===== src/design/stcp_pkg.sv =====
package stcp_pkg;

  localparam int LineCapacity = 24;
  localparam int CountW = $clog2(LineCapacity);

  localparam logic [7:0] ChX     = 8'h58;
  localparam logic [7:0] ChH     = 8'h48;
  localparam logic [7:0] ChT     = 8'h54;
  localparam logic [7:0] ChS     = 8'h53;
  localparam logic [7:0] ChComma = 8'h2C;
  localparam logic [7:0] ChLf    = 8'h0A;
  localparam logic [7:0] ChCr    = 8'h0D;
  localparam logic [7:0] ChO     = 8'h4F;
  localparam logic [7:0] ChK     = 8'h4B;
  localparam logic [7:0] ChD     = 8'h44;

  localparam logic [1:0] PhFirst  = 2'd0;
  localparam logic [1:0] PhSecond = 2'd1;
  localparam logic [1:0] PhEnd1   = 2'd2;
  localparam logic [1:0] PhEnd2   = 2'd3;

  typedef enum logic [3:0] {
    ST_IDLE,
    ST_DIV,
    ST_START,
    ST_PWM,
    ST_CH0,
    ST_CH1,
    ST_CH2,
    ST_WAIT
  } state_t;

  typedef struct packed {
    logic       start;
    logic [23:0] dividend;
    logic [15:0] divisor;
  } div_req_t;

  typedef struct packed {
    logic       busy;
    logic       done;
    logic [23:0] quotient;
  } div_rsp_t;

endpackage


===== src/design/serial_tone_command_player_core.sv =====
// Serial tone command player.
// Input channel (valid/stall): kind selects a received serial byte (0) or a
// one millisecond tick (1). Output channel (valid/stall) carries results:
// a transmit character (out_kind 0) or new pwm settings (out_kind 1); last
// marks the final result caused by one input item.
// half_rate is written through cfg_we/cfg_data; the user must write it only
// while the block is idle, as the block itself does not enforce this. An item
// that causes no result leaves in_stall low. A tone start runs a 24-step
// restoring divider before its results are sent.
// At most 4 results per item. in_stall stays high until the last result of
// the current item is loaded into the output register. A stalled result
// holds in the output register and the sequencer waits. Reset (synchronous)
// clears the line parser, stops any note, and sets half_rate to 1000000.
module serial_tone_command_player_core (
  input  logic        clk,
  input  logic        rst,
  input  logic        cfg_we,
  input  logic [23:0] cfg_data,
  input  logic        in_valid,
  output logic        in_stall,
  input  logic        kind,
  input  logic [7:0]  rx_byte,
  output logic        out_valid,
  input  logic        out_stall,
  output logic        out_kind,
  output logic [7:0]  tx_char,
  output logic [15:0] pwm_period,
  output logic [15:0] pwm_compare,
  output logic        last
);

  logic [23:0] half_rate;
  logic        playing;
  logic [7:0]  command_letter;
  logic [stcp_pkg::CountW-1:0] char_count;
  logic [1:0]  field_phase;
  logic [31:0] first_number;
  logic [31:0] second_number;
  logic [15:0] remaining_ms;
  logic [15:0] period_held;

  // pending work after a single item
  logic [15:0] note_ms;
  logic        note_end;    // emit silence, D, LF
  logic [7:0]  ch0, ch1, ch2;
  logic [1:0]  nchars;

  stcp_pkg::state_t state, state_next;
  stcp_pkg::div_req_t dreq;
  stcp_pkg::div_rsp_t drsp;

  stcp_divider u_div (.clk(clk), .rst(rst), .req(dreq), .rsp(drsp));

  logic accept;
  logic out_free;
  assign accept   = in_valid && !in_stall;
  assign in_stall = (state != stcp_pkg::ST_IDLE);
  assign out_free = !out_valid || !out_stall;

  function automatic logic [31:0] add_digit(input logic [31:0] acc, input logic [3:0] d);
    logic [35:0] v;
    v = {acc, 3'b000} + {2'b00, acc, 1'b0} + {32'd0, d};
    add_digit = (v[35:32] != 4'd0) ? 32'hFFFF_FFFF : v[31:0];
  endfunction

  logic is_digit;
  assign is_digit = (rx_byte >= 8'h30) && (rx_byte <= 8'h39);

  logic [15:0] top;
  always_comb begin
    if (drsp.quotient == 24'd0) top = 16'hFFFF;
    else if (drsp.quotient > 24'h010000) top = 16'hFFFF;
    else top = 16'(drsp.quotient - 24'd1);
  end

  always_comb begin
    state_next = state;
    case (state)
      stcp_pkg::ST_IDLE: ;
      stcp_pkg::ST_DIV:   state_next = stcp_pkg::ST_WAIT;
      stcp_pkg::ST_WAIT:  if (drsp.done) state_next = stcp_pkg::ST_START;
      default: ;
    endcase
  end

  always_ff @(posedge clk) begin
    if (rst) begin
      state <= stcp_pkg::ST_IDLE;
      half_rate <= 24'd1000000;
      playing <= 1'b0;
      command_letter <= '0;
      char_count <= '0;
      field_phase <= stcp_pkg::PhFirst;
      first_number <= '0;
      second_number <= '0;
      remaining_ms <= '0;
      period_held <= '0;
      out_valid <= 1'b0;
      note_end <= 1'b0;
      nchars <= '0;
      dreq.start <= 1'b0;
    end else begin
      dreq.start <= 1'b0;
      if (cfg_we) half_rate <= cfg_data;
      if (out_valid && !out_stall) out_valid <= 1'b0;
      case (state)
        stcp_pkg::ST_IDLE: begin
          if (accept) begin
            if (kind) begin
              if (playing && remaining_ms <= 16'd1) begin
                remaining_ms <= '0;
                playing <= 1'b0;
                note_end <= 1'b1;
                state <= stcp_pkg::ST_PWM;
              end else if (playing) begin
                remaining_ms <= remaining_ms - 16'd1;
              end
            end else if (playing) begin
              if (rx_byte == stcp_pkg::ChX) begin
                playing <= 1'b0;
                remaining_ms <= '0;
                note_end <= 1'b0;
                state <= stcp_pkg::ST_PWM;
              end
            end else if (rx_byte == stcp_pkg::ChLf || rx_byte == stcp_pkg::ChCr) begin
              command_letter <= '0;
              char_count <= '0;
              field_phase <= stcp_pkg::PhFirst;
              first_number <= '0;
              second_number <= '0;
              if (char_count != '0) begin
                case (command_letter)
                  stcp_pkg::ChH: begin
                    ch0 <= stcp_pkg::ChO;
                    ch1 <= stcp_pkg::ChK;
                    ch2 <= stcp_pkg::ChLf;
                    nchars <= 2'd3;
                    state <= stcp_pkg::ST_CH0;
                  end
                  stcp_pkg::ChX: begin
                    note_end <= 1'b0;
                    state <= stcp_pkg::ST_PWM;
                  end
                  stcp_pkg::ChT: begin
                    note_ms <= (field_phase == stcp_pkg::PhSecond ||
                                field_phase == stcp_pkg::PhEnd2) ?
                               second_number[15:0] : 16'd0;
                    if (first_number[15:0] == 16'd0) begin
                      note_end <= 1'b0;
                      state <= stcp_pkg::ST_START;
                      dreq.divisor <= 16'd0;
                    end else begin
                      dreq.start <= 1'b1;
                      dreq.dividend <= half_rate;
                      dreq.divisor <= first_number[15:0];
                      state <= stcp_pkg::ST_DIV;
                    end
                  end
                  stcp_pkg::ChS: begin
                    note_ms <= first_number[15:0];
                    dreq.divisor <= 16'd0;
                    state <= stcp_pkg::ST_START;
                  end
                  default: ;
                endcase
              end
            end else if (32'(char_count) < stcp_pkg::LineCapacity - 1) begin
              char_count <= char_count + 1'b1;
              if (char_count == '0) command_letter <= rx_byte;
              else if (command_letter == stcp_pkg::ChT || command_letter == stcp_pkg::ChS) begin
                if (field_phase == stcp_pkg::PhFirst) begin
                  if (is_digit) first_number <= add_digit(first_number, rx_byte[3:0]);
                  else if (rx_byte == stcp_pkg::ChComma && command_letter == stcp_pkg::ChT)
                    field_phase <= stcp_pkg::PhSecond;
                  else field_phase <= stcp_pkg::PhEnd1;
                end else if (field_phase == stcp_pkg::PhSecond) begin
                  if (is_digit) second_number <= add_digit(second_number, rx_byte[3:0]);
                  else field_phase <= stcp_pkg::PhEnd2;
                end
              end
            end
          end
        end
        stcp_pkg::ST_DIV, stcp_pkg::ST_WAIT: state <= state_next;
        stcp_pkg::ST_START: begin
          // tone or silence start result
          if (out_free) begin
            out_valid <= 1'b1;
            out_kind <= 1'b1;
            tx_char <= '0;
            if (dreq.divisor != 16'd0) begin
              period_held <= top;
              pwm_period <= top;
              pwm_compare <= {1'b0, top[15:1]};
            end else begin
              pwm_period <= period_held;
              pwm_compare <= '0;
            end
            if (note_ms == 16'd0) begin
              last <= 1'b0;
              playing <= 1'b0;
              remaining_ms <= '0;
              note_end <= 1'b1;
              state <= stcp_pkg::ST_PWM;
            end else begin
              last <= 1'b1;
              playing <= 1'b1;
              remaining_ms <= note_ms;
              state <= stcp_pkg::ST_IDLE;
            end
            dreq.divisor <= 16'd0;
          end
        end
        stcp_pkg::ST_PWM: begin
          // silence result; a note end adds D and LF
          if (out_free) begin
            out_valid <= 1'b1;
            out_kind <= 1'b1;
            tx_char <= '0;
            pwm_period <= period_held;
            pwm_compare <= '0;
            last <= !note_end;
            if (note_end) begin
              ch0 <= stcp_pkg::ChD;
              ch1 <= stcp_pkg::ChLf;
              nchars <= 2'd2;
              note_end <= 1'b0;
              state <= stcp_pkg::ST_CH0;
            end else state <= stcp_pkg::ST_IDLE;
          end
        end
        stcp_pkg::ST_CH0, stcp_pkg::ST_CH1, stcp_pkg::ST_CH2: begin
          if (out_free) begin
            out_valid <= 1'b1;
            out_kind <= 1'b0;
            tx_char <= ch0;
            pwm_period <= '0;
            pwm_compare <= '0;
            last <= (nchars == 2'd1);
            ch0 <= ch1;
            ch1 <= ch2;
            nchars <= nchars - 2'd1;
            state <= (nchars == 2'd1) ? stcp_pkg::ST_IDLE : stcp_pkg::ST_CH1;
          end
        end
        default: state <= stcp_pkg::ST_IDLE;
      endcase
    end
  end

  a_stall_busy: assert property (@(posedge clk) disable iff (rst)
    (state != stcp_pkg::ST_IDLE) |-> in_stall) else $error("accepting while busy");
  a_div_once: assert property (@(posedge clk) disable iff (rst)
    drsp.done |-> state == stcp_pkg::ST_WAIT) else $error("divider done out of turn");
  a_hold: assert property (@(posedge clk) disable iff (rst)
    (out_valid && out_stall) |=> out_valid && $stable(tx_char) && $stable(pwm_period))
    else $error("result lost under stall");
  a_playing_ms: assert property (@(posedge clk) disable iff (rst)
    (playing && state == stcp_pkg::ST_IDLE) |-> remaining_ms != 16'd0)
    else $error("playing with zero time");

endmodule


===== src/design/stcp_divider.sv =====
module stcp_divider (
  input  logic               clk,
  input  logic               rst,
  input  stcp_pkg::div_req_t req,
  output stcp_pkg::div_rsp_t rsp
);

  logic [23:0] quo;
  logic [16:0] rem;
  logic [15:0] dsr;
  logic [4:0]  cnt;
  logic        busy;
  logic        done;
  logic [16:0] trial;
  logic [16:0] shifted;

  assign shifted = {rem[15:0], quo[23]};
  assign trial   = shifted - {1'b0, dsr};

  // restoring division, one quotient bit per cycle
  always_ff @(posedge clk) begin
    if (rst) begin
      busy <= 1'b0;
      done <= 1'b0;
      cnt  <= '0;
    end else begin
      done <= 1'b0;
      if (req.start) begin
        busy <= 1'b1;
        quo  <= req.dividend;
        dsr  <= req.divisor;
        rem  <= '0;
        cnt  <= 5'd24;
      end else if (busy) begin
        if (!trial[16]) begin
          rem <= trial;
          quo <= {quo[22:0], 1'b1};
        end else begin
          rem <= shifted;
          quo <= {quo[22:0], 1'b0};
        end
        cnt <= cnt - 5'd1;
        if (cnt == 5'd1) begin
          busy <= 1'b0;
          done <= 1'b1;
        end
      end
    end
  end

  assign rsp.busy     = busy;
  assign rsp.done     = done;
  assign rsp.quotient = quo;

endmodule


===== config.mk =====
export PLATFORM = sky130hd
export DESIGN_NAME = serial_tone_command_player_core
export DESIGN_NICKNAME = d
export VERILOG_FILES = /design/src/design/stcp_pkg.sv /design/src/design/serial_tone_command_player_core.sv /design/src/design/stcp_divider.sv
export SDC_FILE = /design/constraint.sdc
export NUM_CORES = 1
export LEC_CHECK = 0
export BUFFER_PORTS_ARGS = -buffer_cell sky130_fd_sc_hd__buf_4
export CAP_MARGIN = 10
export CORE_ASPECT_RATIO = 0.5
export CORE_MARGIN = 2
export CORE_UTILIZATION = 40
export DETAILED_ROUTE_END_ITERATION = 8
export GPL_TIMING_DRIVEN = 0
export PLACE_DENSITY = 0.61
export SLEW_MARGIN = 20
export SYNTH_ARGS = -nofsm -noshare
export SYNTH_HDL_FRONTEND = slang
export SYNTH_SLANG_ARGS = --single-unit

===== constraint.sdc =====
create_clock -name clk -period 3.81 [get_ports clk]
set_input_delay 0.762 -clock clk [delete_from_list [all_inputs] [get_ports clk]]
set_output_delay 0.762 -clock clk [all_outputs]
set_load 0.02 [all_outputs]

==> impl_results.md, run 1 <==
- Status: complete, no violations
- Slew Viols, Final: 0
- Syn. warnings: 0
- Pleak: 0.00825 uW
- Worst setup SP type: register
- Final Skew: 0.0244 ns
- Final setup vio count: 0
- Fin Setup TNS: 0 ns
- Final #Nets: 2148
- Worst-margin pin slew: 1.09 ns
- Antenna fix cells: 0
- Final WS setup: 0.162 ns
- Global Route Usage Sum: 19.3%
- Synth Flop Type: edfxtp_1
- Total Wirelength: 45.0 mm
- Area growth syn-to-layout: 14.7%
- Clk slew on worst S/H paths: 0.07 ns
- Longest Clk Path Bufs: 3
- Flops & latches, synth: 305
- PwrDens: 403 nW/um^2
- Syn Area/Cell: 9.72 um^2
- HP Class: in2reg
- Register area share after synthesis: 42.9%
- Top cells by area, synth: edfxtp_1 (26%), dfxtp_1 (17%), ha_1 (11%), nor2_1 (4.2%), a21oi_1 (3.5%)
- Clock latency on the worst-skew pair: 0.59 ns
- Site Rows: 54
- Critical path fanouts, max: 10
- Rel. slew slack: 27.2%
- Ys async rst share: 0%
- Hold Violations, Final: 0
- CP endpoint kind: register
- Share of the synthesized area in the top cell type: 25.9%
- Layout filler cell count: 4216
- CTS tree: built
- Via density: 5.55
- Starting Density: 40.7%
- Area of the multi-input gates: 9810 um^2
- HPWL after DPL: 33.2 mm
- Vias in the first global route: 13600
- Fraction of layout cells with a size suffix above 1: 12.0%
- Top-level port count: 82
- Total congestion overflow: 0
- MaxCap Viol Count: 0
- Synth Cell Area: 17800 um^2
- Pin count of the biggest net entering global routing: 25
- TritonCTS Sinks: 305
- Die area: 46400 um^2
- Worst endpoint required time: 4.28 ns
- Drt drc: 0
- H-Tree Depth: 1
- Die width: 303 um
- CP Data Arrival Time: 4.12 ns
- Synth cell types: 84
- Avg WL per Cell: 17.5 um
- Pre-CTS WS: -0.748 ns
- Initial antenna violation count: 0
- Top cells by count, synth: nor2_1 (198), nand2_1 (158), edfxtp_1 (154)
- First-pass GRT wire length: 72.7 mm
- Num CTS Buffers: 30
- GPL Wtd Cong: 0.872
- Overall power: 8250 uW
- 1st-pass router iterations: 5
- Vias: 14200
- Top-count cell post-synth: nor2_1
- Post-Synthesis Cells: 1834
- Max VDD drop: 415 uV
- Core Footprint: 43800 um^2
- PortBufs: 76
- Clk root buf: clkbuf_16
- ANT nets after route: 0
- Synth area leader: edfxtp_1
- Setup Crit Path Kind: reg2reg
- Die Ht: 153 um
- Initial drt markers: 1022
- Post-synth EDFFs: 154
- Max Clock Freq: 274 MHz
- Fin crit share: 95.7%
- Reg area: 7670 um^2
- Final worst path period need: 3.65 ns
==> critical path, cell delays in order, from the launching register on <==
cell,delay [ns]
dfxtp_1,0.50
ha_1,0.30
ha_1,0.39
and3_1,0.21
a221oi_4,0.33
a21oi_2,0.13
a21oi_2,0.18
o21ai_1,0.15
a31oi_1,0.21
o21ai_1,0.13
a221oi_4,0.28
buf_6,0.16
a21boi_4,0.09
buf_6,0.17
a311o_1,0.31
==> final cells by class <==
type / instances / area share, %
flip-flops and latches: 305 / 37.5
inverters: 52 / 0.955
well taps: 588 / 3.60
clock buffers: 44 / 4.18
clock inverters: 11 / 0.520
plain buffers: 90 / 1.98
repair buffers: 86 / 3.25
multi-input cells: 1389 / 48.0
==> through the flow <==
| stage | cell area (um^2) | utilization, % | hold WS (ns) | cells |
|---|---|---|---|---|
| 6_report | 20400 | 46.7 | 0.390 | 2565 |
| 5_1_grt | 20400 | 46.7 | 0.384 | 2565 |
| 4_1_cts | 20300 | 46.4 | 0.360 | 2563 |
| 3_5_place_dp | 19300 | 44.0 | 0.413 | 2508 |
| 3_3_place_gp | 19200 | 43.8 | 0.411 | 2501 |
| 2_1_floorplan | 17900 | - | 0.408 | 1837 |
==> placed cells by master, fill, tap and decap left out, types with 21 or more instances in the layout <==
cell / synthesis / routed
nor3_1: 33 / 30
nor2_1: 198 / 195
and2_1: 31 / 31
buf_4: 6 / 88
mux2_2: 21 / 21
o21ai_0: 96 / 94
xnor2_1: 61 / 60
a31oi_1: 21 / 21
a211oi_1: 31 / 29
a21o_1: 37 / 37
mux2i_1: 44 / 44
a221o_1: 35 / 35
xor2_1: 27 / 27
dfxtp_1: 151 / 135
a21oi_1: 123 / 118
nor4_1: 31 / 29
inv_1: 52 / 51
clkbuf_16: 0 / 31
clkbuf_1: 65 / 72
nand2_1: 158 / 158
nand3_1: 28 / 27
edfxtp_1: 154 / 154
ha_1: 151 / 149
==> power breakdown <==
part | switching (uW) | internal [uW] | total, uW
Clock | 1320 | 1630 | 2950
Combinational | 962 | 572 | 1530
Sequential | 112 | 3650 | 3760
==> cell families after synthesis <==
kind of cell	after synthesis	share of synthesized area, %
other	1	0.0210
muxes	65	3.80
adders and majority gates	156	11.2
buffers and inverters	143	3.29
DFF	305	42.9
and+or+nand+nor	590	15.8
AOI/OAI and AO/OA	486	18.7
xor gates and xnor gates	88	4.32
==> flip-flops by register name, summed over array words and instances, names as in the netlist, 2 cells and up <==
name and flops:
ch0 4, char_count 5, u_div.quo 24, half_rate 24
pwm_period 16, u_div.cnt 5, pwm_compare 15, first_number 32
u_div.rem 16, command_letter 8, remaining_ms 16, tx_char 4
second_number 32, note_ms 16, dreq 41, u_div.dsr 16
state 3, field_phase 2, nchars 2, period_held 16
==> layer usage <==
metal | vias to the layer above | GRT usage (%) | routed length (um)
li1 | 7077 | - | -
met1 | 6808 | 26.2 | 21000
met2 | 296 | 32.4 | 21200
met3 | 53 | 3.07 | 1910
met4 | 0 | 4.11 | 847
met5 | - | 0 | 0
==> timing repair <==
action / CTS / global route
buffers inserted: 0 / 3
setup endpoints to repair: 55 / 64
pin swaps: 2 / 6
resized for setup: 22 / 32
hold buffers: 0 / 0
==> path summary, 6_finish.rpt <==
kind / endpoint / from / slack, ns / cells after the start
max: first_number[10] / first_number[5] / 0.16 / 14
min: half_rate[18] / cfg_data[18] / 0.39 / 3
max reg2reg: first_number[10] / first_number[5] / 0.16 / 14
min reg2reg: dreq[26] / half_rate[10] / 0.43 / 0
Note: power is estimated with default switching activity, not from simulation.
==> run 2: changes to the inputs <==
- ABC_AREA: not set -> 1
- CELL_PAD_IN_SITES_DETAIL_PLACEMENT: not set -> 1
- CELL_PAD_IN_SITES_GLOBAL_PLACEMENT: not set -> 1
- PLACE_DENSITY: 0.61 -> 0.77
==> run 2 against run 1 <==
Effect of this change:
- sequential power increased by 5.9%
- maximum frequency up 7.3%
- via count grew 24%
- critical endpoint is now second_number[3]
- critical path type unchanged
- clock skew is 0.0037 ns lower
- synthesized cell count grew 45%
- global-route usage is 3.7 points higher
- largest cell class unchanged
- critical path depth is 4 higher
- synthesized area increased by 11%
- largest power group unchanged
- sequential cell count is the same
==> impl_results.md, run 2 <==
- Worst hold path depth: 0 (was 3)
- Hold Violations, Final: 0 (unchanged)
- Top-level port count: 82 (unchanged)
- Flops & latches, synth: 305 (unchanged)
- Clock latency on the worst-skew pair: 0.55 ns (was 0.59 ns)
- Site Rows: 57 (was 54)
- Max reg flops: 41 (unchanged)
- CP max stage delay: 0.57 ns (was 0.50 ns)
- Core Footprint: 48600 um^2 (was 43800 um^2)
- TritonCTS Sinks: 305 (unchanged)
- Post-Synthesis Cells: 2656 (was 1834)
- Cells after DPL: 3392 (was 2508)
- Area growth syn-to-layout: 13.3% (was 14.7%)
- Slowest cell on the critical path: fa_1 (was dfxtp_1)
- PortBufs: 76 (unchanged)
- Initial drt markers: 1122 (was 1022)
- Ys async rst share: 0% (unchanged)
- Global Route Usage Sum: 23.0% (was 19.3%)
- Synth cell types: 52 (was 84)
- Syn. warnings: 0 (unchanged)
- Top cells by area, synth: edfxtp_1 (23%), dfxtp_1 (15%), nand2_1 (14%), ha_1 (9.6%), inv_1 (6.3%) (was edfxtp_1 (26%), dfxtp_1 (17%), ha_1 (11%), nor2_1 (4.2%), a21oi_1 (3.5%))
- GR peak layer: met2 (unchanged)
- Reg2Reg Depth: 18 (was 14)
- 1st-pass router iterations: 5 (unchanged)
- Final setup vio count: 0 (unchanged)
- Starting Density: 40.6% (was 40.7%)
- Antenna fix cells: 0 (unchanged)
- Max VDD drop: 232 uV (was 415 uV)
- Post-CTS setup buffers: 0 (unchanged)
- Status: complete, no violations (unchanged)
- CTS Hold Bufs: 0 (unchanged)
- Slew Viols, Final: 0 (unchanged)
- Total Wirelength: 59.2 mm (was 45.0 mm)
- Clk root buf: clkbuf_16 (unchanged)
- Most used cell, CP: nand2_1
- Final Skew: 0.0207 ns (was 0.0244 ns)
- Worst r2r dst: second_number[3] (was first_number[10])
- Die width: 318 um (was 303 um)
- Final WS setup: 0.409 ns (was 0.162 ns)
- Post-synth EDFFs: 154 (unchanged)
- Grt met2 use: 40.9% (was 32.4%)
- Final Non-Filler Cells: 3454 (was 2565)
- Via density: 5.10 (was 5.55)
- Fraction of layout cells with a size suffix above 1: 9.30% (was 12.0%)
- Num CTS Buffers: 34 (was 30)
- Cell Chain, Critical Path: fa_1, inv_1, fa_1, inv_1, nand2_1, nand2_1, nand3_1, nand2_1, nand2_1, nand2_1, nand2_1, nand3_1, nand2_1, nor2_2, buf_4, nand3_1, nand2_1, a21oi_2 (was ha_1, ha_1, and3_1, a221oi_4, a21oi_2, a21oi_2, o21ai_1, a31oi_1, o21ai_1, a221oi_4, buf_6, a21boi_4, buf_6, a311o_1)
- Synth Flop Type: edfxtp_1 (unchanged)
- Worst-margin pin slew: 1.01 ns (was 1.09 ns)
- H-Tree Depth: 2 (was 1)
- R2R Path Start: second_number[0] (was first_number[5])
- Vias in the first global route: 18100 (was 13600)
- Setup Crit Path Kind: reg2reg (unchanged)
- Synth area leader: edfxtp_1 (unchanged)
- Critical path fanouts, max: 10 (unchanged)
- Rel. slew slack: 32.6% (was 27.2%)
- GPL Wtd Cong: 0.890 (was 0.872)
- Top cells by count, synth: nand2_1 (754), inv_1 (333), nor2_1 (235) (was nor2_1 (198), nand2_1 (158), edfxtp_1 (154))
- CP Data Arrival Time: 3.80 ns (was 4.12 ns)
- M1 GR Usage: 30.2% (was 26.2%)
- First-pass GRT wire length: 95.8 mm (was 72.7 mm)
- MaxCap Viol Count: 0 (unchanged)
- Drt drc: 0 (unchanged)
- Total congestion overflow: 0 (unchanged)
- Top-count cell post-synth: nand2_1 (was nor2_1)
- ANT nets after route: 0 (unchanged)
- Hold Path Sink: dreq[27] (was half_rate[18])
- Min-delay src: half_rate[11] (was cfg_data[18])
- Die Ht: 161 um (was 153 um)
- Commonest non-fill, non-tap cell in the layout: nand2_1 (was nor2_1)
- Avg WL per Cell: 17.1 um (was 17.5 um)
- Clk slew on worst S/H paths: 0.07 ns (about the same)
- Fin crit share: 89.3% (was 95.7%)
- Most flops, register: dreq (unchanged)
- HP Class: reg2reg (was in2reg)
- RSZ-0062 raised after global routing: false
- Pre-CTS WS: -0.140 ns (was -0.748 ns)
- Overall power: 9190 uW (was 8250 uW)
- Worst reg2reg setup slack: 0.41 ns (was 0.16 ns)
- Most frequent cells in the layout: nand2_1 (754), inv_1 (333), nor2_1 (233), a21oi_1 (176), o21ai_0 (171) (was nor2_1 (195), nand2_1 (158), edfxtp_1 (154), ha_1 (149), dfxtp_1 (135))
- Pin count of the biggest net entering global routing: 24 (was 25)
- HPWL after DPL: 46.8 mm (was 33.2 mm)
- Share of the synthesized area in the top cell type: 23.5% (was 25.9%)
- Resize count post-CTS: 0 (was 22)
- PwrDens: 412 nW/um^2 (was 403 nW/um^2)
- Synth Cell Area: 19700 um^2 (was 17800 um^2)
- Worst setup SP type: register (unchanged)
- Register area share after synthesis: 38.8% (was 42.9%)
- CTS tree: built (unchanged)
- Die area: 51200 um^2 (was 46400 um^2)
- Initial antenna violation count: 0 (unchanged)
- Pleak: 0.0103 uW (was 0.00825 uW)
- Vias: 17600 (was 14200)
- Max Clock Freq: 294 MHz (was 274 MHz)
- Final worst path period need: 3.40 ns (was 3.65 ns)
- Syn Area/Cell: 7.42 um^2 (was 9.72 um^2)
- Fin Setup TNS: 0 ns (unchanged)
- CP endpoint kind: register (unchanged)
- Met3 Usage GRT: 2.70% (was 3.07%)
- Worst endpoint required time: 4.21 ns (was 4.28 ns)
- Longest Clk Path Bufs: 3 (unchanged)
- Final #Nets: 2973 (was 2148)
- Top flop regs: dreq: 41 flops, first_number: 32 flops, second_number: 32 flops (unchanged)
## run 2: per-stage QoR
step	utilization (%)	area, um^2	hold WS [ns]
2_1_floorplan	-	19700	0.403
4_1_cts	46.0	22300	0.406
6_report	46.0	22300	0.428
5_1_grt	46.0	22300	0.425
3_5_place_dp	43.7	21200	0.413
3_3_place_gp	43.5	21100	0.410
## run 2: final cells by class
type / instances / area [um^2]
fill: 6100 / 26200
sequential: 305 / 7650
clock inverter: 18 / 199
multi-input combinational: 1928 / 10400
inverter: 344 / 1290
buffer: 82 / 438
tap: 649 / 812
clock buffer: 44 / 920
timing repair buffer: 84 / 647
## run 2: worst max path at each step
stage	cells past startpoint	to	start
2_1_floorplan	3	u_div.quo[0]	rst
3_3_place_gp	3	u_div.quo[18]	rst
3_5_place_dp	19	second_number[30]	rx_byte[3]
4_1_cts	18	second_number[3]	second_number[0]
5_1_grt	18	second_number[1]	second_number[0]
6_report	18	second_number[3]	second_number[0]
## run 2: layer usage
layer	vias to the layer above	part of all wire, %	routed length (um)
met1	8455	47	28100
li1	8896	-	-
met3	72	2.5	1500
met2	191	48	28700
met4	0	1.7	991
met5	-	0	0
## run 2: cells by family (layout without fill, tap and decap cells)
kind of cell               Yosys count  in the layout  synth area share [%]
DFF                                305            305                  38.8
and+or+nand+nor                   1253           1253                  26.5
buffers and inverters              426            572                  8.78
adders and majority gates          156            156                  10.1
AOI/OAI and AO/OA                  443            443                  12.6
other                                1              4                0.0190
xor gates and xnor gates            72             72                  3.20
## run 2: power by group
group          switching, uW  internal [uW]
registers                180           3800
logic                   1240            601
clock network           1490           1880
## run 2: critical path: cells and delay by family (launching register included)
kind	cells	cell delay (ns)
AO/OA/AOI/OAI	1	0.06
AND/OR/NAND/NOR	12	1.39
adder cells (fa/ha/maj)	2	1.02
buffers and inverters	3	0.39
flip-flops	1	0.41
==> run 3: changes to the inputs <==
- ABC_AREA: 1 -> not set
- PLACE_DENSITY: 0.77 -> 0.73
==> run 3 against run 2 <==
Effect of this change:
- first-iteration DRC count decreased by 30%
- maximum frequency is 8.0% lower
- via count shrank 17%
- highest routed layer unchanged
- die area down 9.4%
==> impl_results.md, run 3 (synthesized netlist as in run 1, its figures left out) <==
- Most flops, register: dreq (unchanged)
- Most frequent cells in the layout: nor2_1 (195), nand2_1 (158), edfxtp_1 (154), ha_1 (146), dfxtp_1 (129) (was nand2_1 (754), inv_1 (333), nor2_1 (233), a21oi_1 (176), o21ai_0 (171))
- Pleak: 0.00830 uW (was 0.0103 uW)
- Vias: 14600 (was 17600)
- PwrDens: 415 nW/um^2 (was 412 nW/um^2)
- Layout filler cell count: 4901 (was 6100)
- First-pass GRT wire length: 83.3 mm (was 95.8 mm)
- CP endpoint kind: register (unchanged)
- Longest Clk Path Bufs: 3 (unchanged)
- Final hold slack: 0.404 ns (was 0.428 ns)
- Num CTS Buffers: 31 (was 34)
- Vias in the first global route: 15200 (was 18100)
- Max VDD drop: 311 uV (was 232 uV)
- CTS Hold Bufs: 0 (unchanged)
- Share of power burned in registers: 44.0% (was 43.3%)
- Initial drt markers: 787 (was 1122)
- Initial antenna violation count: 0 (unchanged)
- Fin util: 47.1% (was 46.0%)
- Top-level port count: 82 (unchanged)
- Core Footprint: 43800 um^2 (was 48600 um^2)
- Starting Density: 40.7% (was 40.6%)
- Comb pwr share: 18.3% (was 20.0%)
- Worst-margin pin slew: 1.06 ns (was 1.01 ns)
- Clk slew on worst S/H paths: 0.07 ns (about the same)
- Slew Viols, Final: 0 (unchanged)
- Avg WL per Cell: 20.2 um (was 17.1 um)
- Drt drc: 0 (unchanged)
- Total Wirelength: 52.0 mm (was 59.2 mm)
- Fin crit share: 97.0% (was 89.3%)
- Site Rows: 54 (was 57)
- Global Route Usage Sum: 22.4% (was 23.0%)
- Hold Violations, Final: 0 (unchanged)
- Reg area: 7680 um^2 (was 7650 um^2)
- GPL Wtd Cong: 0.842 (was 0.890)
- Clk root buf: clkbuf_16 (unchanged)
- ANT nets after route: 0 (unchanged)
- Commonest non-fill, non-tap cell in the layout: nor2_1 (was nand2_1)
- Final setup vio count: 0 (unchanged)
- CTS tree: built (unchanged)
- Die Ht: 153 um (was 161 um)
- Area growth syn-to-layout: 15.7% (was 13.3%)
- Total congestion overflow: 0 (unchanged)
- Rel. slew slack: 28.3% (was 32.6%)
- Dpl cell area: 19300 um^2 (was 21200 um^2)
- Via density: 5.69 (was 5.10)
- HPWL after DPL: 38.4 mm (was 46.8 mm)
- CP Data Arrival Time: 4.16 ns (was 3.80 ns)
- 1st-pass router iterations: 5 (unchanged)
- Net Sw Frac: 28.8% (was 31.7%)
- Die area: 46400 um^2 (was 51200 um^2)
- Final Skew: 0.0127 ns (was 0.0207 ns)
- Final worst path period need: 3.70 ns (was 3.40 ns)
- PortBufs: 76 (unchanged)
- Antenna fix cells: 0 (unchanged)
- Pint: 6100 uW (was 6280 uW)
- HP Class: in2reg (was reg2reg)
- H-Tree Depth: 1 (was 2)
- Post-route cell area: 20600 um^2 (was 22300 um^2)
- MaxCap Viol Count: 0 (unchanged)
- Fraction of layout cells with a size suffix above 1: 12.9% (was 9.30%)
- Max reg flops: 41 (unchanged)
- Clock latency on the worst-skew pair: 0.59 ns (was 0.55 ns)
- Status: complete, no violations (unchanged)
- Top flop regs: dreq: 41 flops, first_number: 32 flops, second_number: 32 flops (unchanged)
- Area of the multi-input gates: 9850 um^2 (was 10400 um^2)
- Worst setup SP type: register (unchanged)
- Pin count of the biggest net entering global routing: 22 (was 24)
- Clk network pwr share: 37.6% (was 36.7%)
- Die width: 303 um (was 318 um)
- Final #Nets: 2152 (was 2973)
- TritonCTS Sinks: 305 (unchanged)
- P_sw: 2470 uW (was 2910 uW)
- Critical path fanouts, max: 10 (unchanged)
- Max Clock Freq: 271 MHz (was 294 MHz)
- Setup Crit Path Kind: reg2reg (unchanged)
- Worst endpoint required time: 4.27 ns (was 4.21 ns)
## run 3: per-stage QoR
| step | TNS, ns | total power [uW] | std cells | setup WS, ns |
|---|---|---|---|---|
| 4_1_cts | -0.00623 | 8630 | 2566 | -0.00623 |
| 3_3_place_gp | -170.05 | 5340 | 2501 | -1.54 |
| 3_5_place_dp | -39.41 | 5390 | 2508 | -0.761 |
| 5_1_grt | -0.130 | 8980 | 2571 | -0.0193 |
| 2_1_floorplan | 0 | 4900 | 1837 | 0.00155 |
| 6_report | 0 | 8570 | 2571 | 0.115 |
## run 3: final timing paths
check,from,endpoint,slack [ns],depth (start not counted)
worst max register to register,first_number[6],first_number[10],0.11,13
worst max-delay path,first_number[6],first_number[10],0.11,13
worst min-delay path,cfg_data[18],half_rate[18],0.40,3
worst min register to register,half_rate[21],dreq[37],0.43,0
## run 3: critical path: stages (launching register included)
cell	delay (ns)
dfxtp_2	0.45
ha_1	0.28
ha_1	0.37
a21o_1	0.20
or3_4	0.35
o21bai_4	0.19
o21ai_4	0.12
a31oi_4	0.21
nor2_2	0.06
or3_4	0.37
a221oi_4	0.37
a21boi_4	0.11
buf_6	0.17
a311o_1	0.33
## run 3: power by group through the flow
stage / Combinational (uW) / Clock, uW / Sequential (uW)
detailed placement: 1550 / 0 / 3840
finish: 1570 / 3230 / 3770
floorplan: 1040 / 0 / 3860
CTS: 1570 / 3290 / 3770
global route: 1760 / 3430 / 3790
global placement: 1510 / 0 / 3830
## run 3: area by class of cell
type | instances | share of cell area [%]
tap | 588 | 3.57
timing repair buffer | 89 | 3.34
clock buffer | 44 | 4.24
buffer | 90 | 2.00
multi-input combinational | 1389 | 47.8
clock inverter | 14 | 0.916
sequential | 305 | 37.2
inverter | 52 | 0.946
## run 3: repair_timing
action | 4_1_cts | 5_1_grt
resized for setup | 30 | 37
pin swaps | 1 | 13
setup endpoints to repair | 57 | 66
endpoints found under the hold margin | 0 | 0
cloned | 0 | 0
setup buffers | 0 | 6
## run 3: layer usage
metal,global-route usage (%),vias to the layer above,part of all wire (%)
met1,29.8,7238,47
met4,6.26,0,2.5
li1,-,7093,-
met2,37.8,217,47
met5,0,-,0
met3,3.35,82,3.6
